### src/sv/asa_pkg.sv
`timescale 1ns / 1ps
// Shared types and constants for the audible source attenuation block.
// Used by asa_ctrl, asa_dp and audible_source_attenuation_top_k.
package asa_pkg;

    localparam int MAX_VOICES = 24;
    localparam int ID_BITS    = 16;
    localparam int CNT_W      = $clog2(MAX_VOICES + 1);

    localparam int COORD_W = 24;
    localparam int REACH_W = 23;
    localparam int VOL_W   = 16;
    localparam int CFG_IDX_W = 3;

    // Configuration register indexes
    localparam logic [CFG_IDX_W-1:0] CFG_LISTENER_X  = 3'd0;
    localparam logic [CFG_IDX_W-1:0] CFG_LISTENER_Y  = 3'd1;
    localparam logic [CFG_IDX_W-1:0] CFG_LISTENER_Z  = 3'd2;
    localparam logic [CFG_IDX_W-1:0] CFG_MUSIC_EN    = 3'd3;
    localparam logic [CFG_IDX_W-1:0] CFG_SOUNDS_EN   = 3'd4;

    // Item kinds
    localparam logic ACT_MUSIC = 1'b0;
    localparam logic ACT_SOUND = 1'b1;

    // Q0.16 gains
    localparam logic [VOL_W-1:0] GAIN_MUSIC = 16'd47186;
    localparam logic [VOL_W-1:0] GAIN_SOUND = 16'd56361;

    // Iteration counts of the multicycle steps
    localparam int SQ_STEPS = 3;
    localparam int RT_STEPS = 25;
    localparam int DV_STEPS = 17;

    // Commands from controller to datapath
    typedef struct packed {
        logic load;
        logic sq_step;
        logic rt_init;
        logic rt_step;
        logic dv_init;
        logic dv_step;
        logic mul_t2;
        logic mul_s;
        logic mul_vol;
        logic ins;
        logic out_music;
        logic out_pop;
        logic out_mark;
    } asa_cmd_t;

    // Status from datapath to controller
    typedef struct packed {
        logic fin;
        logic sound;
        logic audible;
        logic count_zero;
    } asa_stat_t;

endpackage

### src/sv/asa_ctrl.sv
`timescale 1ns / 1ps
// Controller state machine: sequences distance, square root, division, gain, store and output steps.
// Depends on asa_pkg.
module asa_ctrl (
    input  logic                clk,
    input  logic                rst_n,
    input  logic                in_valid,
    output logic                in_ready,
    output logic                out_valid,
    input  logic                out_ready,
    input  asa_pkg::asa_stat_t  stat,
    output asa_pkg::asa_cmd_t   cmd
);
    import asa_pkg::*;

    localparam logic [3:0] S_IDLE = 4'd0;
    localparam logic [3:0] S_SQ   = 4'd1;
    localparam logic [3:0] S_RTI  = 4'd2;
    localparam logic [3:0] S_RT   = 4'd3;
    localparam logic [3:0] S_CHK  = 4'd4;
    localparam logic [3:0] S_DV   = 4'd5;
    localparam logic [3:0] S_M1   = 4'd6;
    localparam logic [3:0] S_M2   = 4'd7;
    localparam logic [3:0] S_M3   = 4'd8;
    localparam logic [3:0] S_PUT  = 4'd9;
    localparam logic [3:0] S_FIN  = 4'd10;
    localparam logic [3:0] S_POP  = 4'd11;
    localparam logic [3:0] S_OUT  = 4'd12;

    logic [3:0] state_reg, state_next;
    logic [4:0] cnt_reg, cnt_next;

    assign in_ready  = (state_reg == S_IDLE);
    assign out_valid = (state_reg == S_OUT);

    // Next state and command decode
    always_comb
    begin
        state_next = state_reg;
        cnt_next   = cnt_reg;
        cmd        = '0;
        case (state_reg)
            S_IDLE:
            begin
                if (in_valid)
                begin
                    cmd.load   = 1'b1;
                    cnt_next   = '0;
                    state_next = S_SQ;
                end
            end
            S_SQ:
            begin
                cmd.sq_step = 1'b1;
                cnt_next    = cnt_reg + 5'd1;
                if (cnt_reg == 5'(SQ_STEPS - 1))
                    state_next = S_RTI;
            end
            S_RTI:
            begin
                cmd.rt_init = 1'b1;
                cnt_next    = '0;
                state_next  = S_RT;
            end
            S_RT:
            begin
                cmd.rt_step = 1'b1;
                cnt_next    = cnt_reg + 5'd1;
                if (cnt_reg == 5'(RT_STEPS - 1))
                    state_next = S_CHK;
            end
            S_CHK:
            begin
                cnt_next = '0;
                if (stat.audible)
                begin
                    cmd.dv_init = 1'b1;
                    state_next  = S_DV;
                end
                else
                    state_next = S_FIN;
            end
            S_DV:
            begin
                cmd.dv_step = 1'b1;
                cnt_next    = cnt_reg + 5'd1;
                if (cnt_reg == 5'(DV_STEPS - 1))
                    state_next = S_M1;
            end
            S_M1:
            begin
                cmd.mul_t2 = 1'b1;
                state_next = S_M2;
            end
            S_M2:
            begin
                cmd.mul_s  = 1'b1;
                state_next = S_M3;
            end
            S_M3:
            begin
                cmd.mul_vol = 1'b1;
                state_next  = S_PUT;
            end
            S_PUT:
            begin
                if (stat.sound)
                begin
                    cmd.ins    = 1'b1;
                    state_next = S_FIN;
                end
                else
                begin
                    cmd.out_music = 1'b1;
                    state_next    = S_OUT;
                end
            end
            S_FIN:
            begin
                if (!stat.fin)
                    state_next = S_IDLE;
                else if (!stat.count_zero)
                    state_next = S_POP;
                else
                begin
                    cmd.out_mark = 1'b1;
                    state_next   = S_OUT;
                end
            end
            S_POP:
            begin
                cmd.out_pop = 1'b1;
                state_next  = S_OUT;
            end
            S_OUT:
            begin
                if (out_ready)
                begin
                    if (stat.fin && !stat.count_zero)
                        state_next = S_POP;
                    else
                        state_next = S_IDLE;
                end
            end
            default:
            begin
                state_next = S_IDLE;
            end
        endcase
    end

    always_ff @(posedge clk or negedge rst_n)
    begin
        if (!rst_n)
        begin
            state_reg <= S_IDLE;
            cnt_reg   <= '0;
        end
        else
        begin
            state_reg <= state_next;
            cnt_reg   <= cnt_next;
        end
    end

    // No item taken while a result is on offer
    a_excl: assert property (@(posedge clk) disable iff (!rst_n)
        !(in_ready && out_valid))
        else $error("input and output both open");

    // An offered result holds until taken
    a_hold: assert property (@(posedge clk) disable iff (!rst_n)
        out_valid && !out_ready |=> out_valid)
        else $error("result dropped before accept");

    // Iteration counter stays within the longest step
    a_cnt: assert property (@(posedge clk) disable iff (!rst_n)
        cnt_reg <= 5'(RT_STEPS))
        else $error("iteration counter overrun");

endmodule

### config.mk
export PLATFORM = sky130hd
export DESIGN_NAME = asa_ctrl
export DESIGN_NICKNAME = d
export VERILOG_FILES = /design/src/sv/asa_pkg.sv /design/src/sv/asa_ctrl.sv
export SDC_FILE = /design/constraint.sdc
export NUM_CORES = 1
export LEC_CHECK = 0
export ABC_AREA = 1
export BUFFER_PORTS_ARGS = -buffer_cell sky130_fd_sc_hd__buf_4
export CORE_ASPECT_RATIO = 0.9
export CORE_MARGIN = 3
export CORE_UTILIZATION = 48
export DETAILED_ROUTE_END_ITERATION = 10
export PLACE_DENSITY_LB_ADDON = 0.05
export SLEW_MARGIN = 20
export SYNTH_ARGS = -nofsm -noshare
export SYNTH_HDL_FRONTEND = slang
export SYNTH_SLANG_ARGS = --single-unit
### constraint.sdc
create_clock -name clk -period 3.5 [get_ports clk]
set_input_delay 0 -clock clk [delete_from_list [all_inputs] [get_ports clk]]
set_output_delay 0 -clock clk [all_outputs]
set_load 0.05 [all_outputs]
### Word-level counts from Yosys, hierarchy flattened

Cells that the tools add are included.

| word-level totals | value |
|---|---|
| register bits | 9 |
| input bits | 8 |
| logic and storage cells | 62 |

| operators by class | value |
|---|---|
| add/subtract/negate cells | 1 |
| equality and inequality tests | 20 |
| muxes and demuxes | 31 |
| reduce and logical (&&, ||, !) cells | 8 |

Operators with widths:

| cell | count |
|---|---|
| one-hot mux 4 bit (13 select lines) | 1 |
| two-way mux 4 bit | 8 |
| equality test 4 bit, second input constant | 5 |
| two-way mux 1 bit | 17 |
| equality test 4 x 3 -> 1 bit, second input constant | 4 |
| one-hot mux 5 bit (3 select lines) | 1 |
| equality test 5 bit, second input constant | 2 |
| equality test 4 x 2 -> 1 bit, second input constant | 2 |
| inequality test 2 bit, second input constant | 4 |
| two-way mux 3 bit | 2 |
| adder 5 x 1 -> 5 bit, second input constant | 1 |
| equality test 5 x 2 -> 1 bit, second input constant | 1 |
| two-way mux 5 bit | 1 |
| AND reduction 5 bit | 1 |
| equality test 4 x 1 -> 1 bit, second input constant | 1 |
| zero test 4 bit | 1 |
| nonzero test 3 bit | 1 |
| OR reduction 3 bit | 1 |
| two-way mux 2 bit | 1 |
| inequality test 2 x 1 -> 1 bit, second input constant | 1 |
| AND reduction 2 bit | 1 |
| OR reduction 2 bit | 1 |
| logical AND 1 bit | 1 |
| zero test 1 bit | 1 |

### Logic depth before layout (Yosys ltp)

| logic depth | value |
|---|---|
| depth after elaboration | 5 |
| gate-level depth with buffers | 10 |
| mapped depth without buffers | 10 |

### Worst setup path after synthesis

OpenSTA, ideal clock, no wires.

| timing path | value |
|---|---|
| path type | reg-to-output |
| start | reg state_reg[0] |
| end | out cmd[12] (netlist bit) |
| arrival time | 1737 ps |
| required time | 3500 ps |
| slack | 1763 ps |
| stages on the path, launching flop included | 4 |
| path buffers | 0 |
| cell sequence | dfrtp_1 -> inv_1 -> nand2_1 -> nor3_1 |

RTL lines:

| item | RTL line | source |
|---|---|---|
| start: declaration | asa_ctrl.sv:30 | `logic [3:0] state_reg, state_next;` |
| start signal: assignment | asa_ctrl.sv:161 | `state_reg <= state_next;` |
| end: declaration | asa_ctrl.sv:12 | `output asa_pkg::asa_cmd_t cmd` |

==> flow_summary.ini <==
[outcome]
status = finished, final reports clean

[timing]
finalCriticalPeriod_ps = 1620
setup-tns-final_ps = 0
fmax_mhz = 617
fin_crit_sh = 0.463
whs_ps = 24.2
hold_viol_final = 0
setup_viol_count_final = 0
slew_violations = 0
skew_ps = 1.61
slew_headroom = 0.800
rsz0062_at_grt = no
worst_pin_slew_ps = 298

[detailed_routing]
wl_per_cell_microns = 10.9
first_pass_iters = 4
vias = 950
wirelength_microns = 2090
drc = 0
drt-initial-drc-count = 23
vias_per_cell = 4.97
ant_nets = 0

[cts]
root_buffer = clkbuf_4
clock_path_buffers = 2
ctsResizeCount = 0
clk-insertion-delay-late_ps = 260
clock_sinks = 9
cts_tree = built
htree_levels = 1
cts_made_buffers = 3
clk_pin_slew_ps = 60

[yosys]
synth_top_family_by_area = simple AND/OR/NAND/NOR gates
synth_compound_area_frac = 0.0724
synthCells = 142
synthSimpleGateAreaFrac = 0.464
synth_area_sq_um = 847
ys_warn_count = 0
ys_seq_elements = 9
yosysTopAreaCell = dfrtp_1
synthXorXnorAreaFrac = 0.0207
avgSynthCellArea_sq_um = 5.97
yosys-top-cells-area = dfrtp_1, nand2_1, inv_1
synth.top_cell.area_share = 0.266
synth_cell_type_count = 18
synth_fp_nets = 153
seq_area_frac_synth = 0.266
synth_mux_area_frac = 0
yosys.area_share.adder = 0.0443

[cells_and_area]
fillers = 136
drive_gt1_frac = 0.237
area_delta_synth_final_pct = 27.2
largest_reg_flops = 5
final_cell_mix = nand2_1, inv_1, buf_4
fin_area_sq_mm = 0.00108
fin_util = 0.697
nets = 181
diodes = 0
layout.cells.most_common = nand2_1

[worst_setup_path]
crit_path_max_incr_delay_ps = 450
crit_chain = inv_1, nand2_1, inv_1, nand2_1, inv_1, nand3_1, inv_1, buf_4
worst_ep_arrival_time_ps = 1620
cp_max_fo = 6
worstPathRequired_ps = 3500
critPathLaunchType = flop
worstSetupPathType = flop to primary output
cp_num_buf_inv = 5
worstSetupEndpointType = primary output
path_common_cell = inv_1
crit_slowest_cell = dfrtp_1
path_delay_family = buffers and inverters
reg2reg_depth = 8
rr_startpoint = state_reg[0]
rrSetupSlack_ps = 2090
r2r_end = cnt_reg[3]

[run]
cap_violations = 0

[grt]
grt_max_degree = 10
track_usage = 0.213
antenna_found_initial = 0
grt_pass1_wl_microns = 3650
first_global_vias = 830
overflow = 0

[power_and_ir_drop]
swShare = 0.595
p_comb_frac = 0.709
p_clk_frac = 0.086
power_frac_seq = 0.205
ir_worst_vdd_mv = 0.480
power.density_mw_per_mm2 = 858
p_leak_uw = 0.000683
p_int_uw = 375
p_switching_uw = 550

[placement]
io_buffers = 22
place_congestion = 0.902
hpwl_microns = 1750
dpl_cell_area_sq_mm = 0.00104

[min_path]
hold_depth = 4
min_to = state_reg[3]
min_path_type = input port to flop
hold_start = out_ready

[die]
die_area_sq_mm = 0.00231
core_sq_mm = 0.00155
num_rows = 13
die_y_microns = 45.9
initial_core_util = 0.548
die_x_microns = 50.3
ios = 23
stage by stage:
| stage | setup slack [ps] | total power [uW] | cells |
|---|---|---|---|
| 3_3_place_gp | 2130 | 827 | 186 |
| 2_1_floorplan | 1760 | 672 | 142 |
| 6_report | 1880 | 925 | 191 |
| 4_1_cts | 1900 | 922 | 191 |
| 3_5_place_dp | 2100 | 840 | 186 |
| 5_1_grt | 1730 | 1010 | 191 |
layout make-up:
type / count / area, sq um / area share
Clock inverter: 1 / 5.00 / 0.00465
Sequential cell: 9 / 225 / 0.209
Timing Repair Buffer: 23 / 175 / 0.163
Tap cell: 22 / 27.5 / 0.0256
Inverter: 30 / 113 / 0.105
Multi-Input combinational cell: 103 / 509 / 0.473
Clock buffer: 3 / 22.5 / 0.0209
how the worst max path moves through the flow:
stage | start | endpoint | slack (ps) | cells past startpoint
2_1_floorplan | state_reg[0] | cmd[12] | 1760 | 3
3_3_place_gp | cnt_reg[0] | state_reg[2] | 2130 | 9
3_5_place_dp | state_reg[0] | state_reg[1] | 2100 | 9
4_1_cts | state_reg[0] | cmd[0] | 1900 | 8
5_1_grt | state_reg[0] | cmd[0] | 1730 | 8
6_report | state_reg[0] | cmd[0] | 1880 | 8
kinds of logic after synthesis:
logic type / count (synthesis)
AND/OR/NAND/NOR: 87
buffers and inverters: 30
AO/OA/AOI/OAI: 11
flip-flops: 9
adder cells (fa/ha/maj): 3
XOR/XNOR: 2
synth_stat cells:
cell and count:
o21ai_0 5, nor3_1 2, nand3_1 12, ha_1 3, inv_1 28, inv_2 2, nor2_4 2, nor2_1 20
o21bai_1 2, nand2_2 5, xor2_1 2, nor2_2 3, nand3_2 1, a21oi_1 3, nand2_1 41, dfrtp_1 9
o22ai_1 1, nand2_4 1
routing by layer:
metal	GRT usage	wire length, microns	up-vias
li1	-	-	483
met2	0.320	874	44
met3	0.0656	240	2
met4	0.0497	15	0
met1	0.297	956	421
met5	0	0	-
power by group through the flow:
stage | Clock (uW) | Sequential (uW) | Combinational [uW]
after floorplan | 0 | 176 | 496
after global routing | 89.8 | 194 | 727
final | 79.3 | 190 | 655
after CTS | 80.6 | 188 | 654
after global placement | 0 | 187 | 640
after detailed placement | 0 | 190 | 651
repair_timing:
item                      in CTS  in global routing
buffers inserted               0                  0
hold buffers                   1                  0
hold endpoints to repair       9                  0
worst reg2reg max path: cells and delay by family (launching register included):
kind / cells / cell delay [ps]
and+or+nand+nor: 5 / 490
DFF: 1 / 450
buffers and inverters: 2 / 260
AOI/OAI and AO/OA: 1 / 90
(Power assumes the default switching activity.)
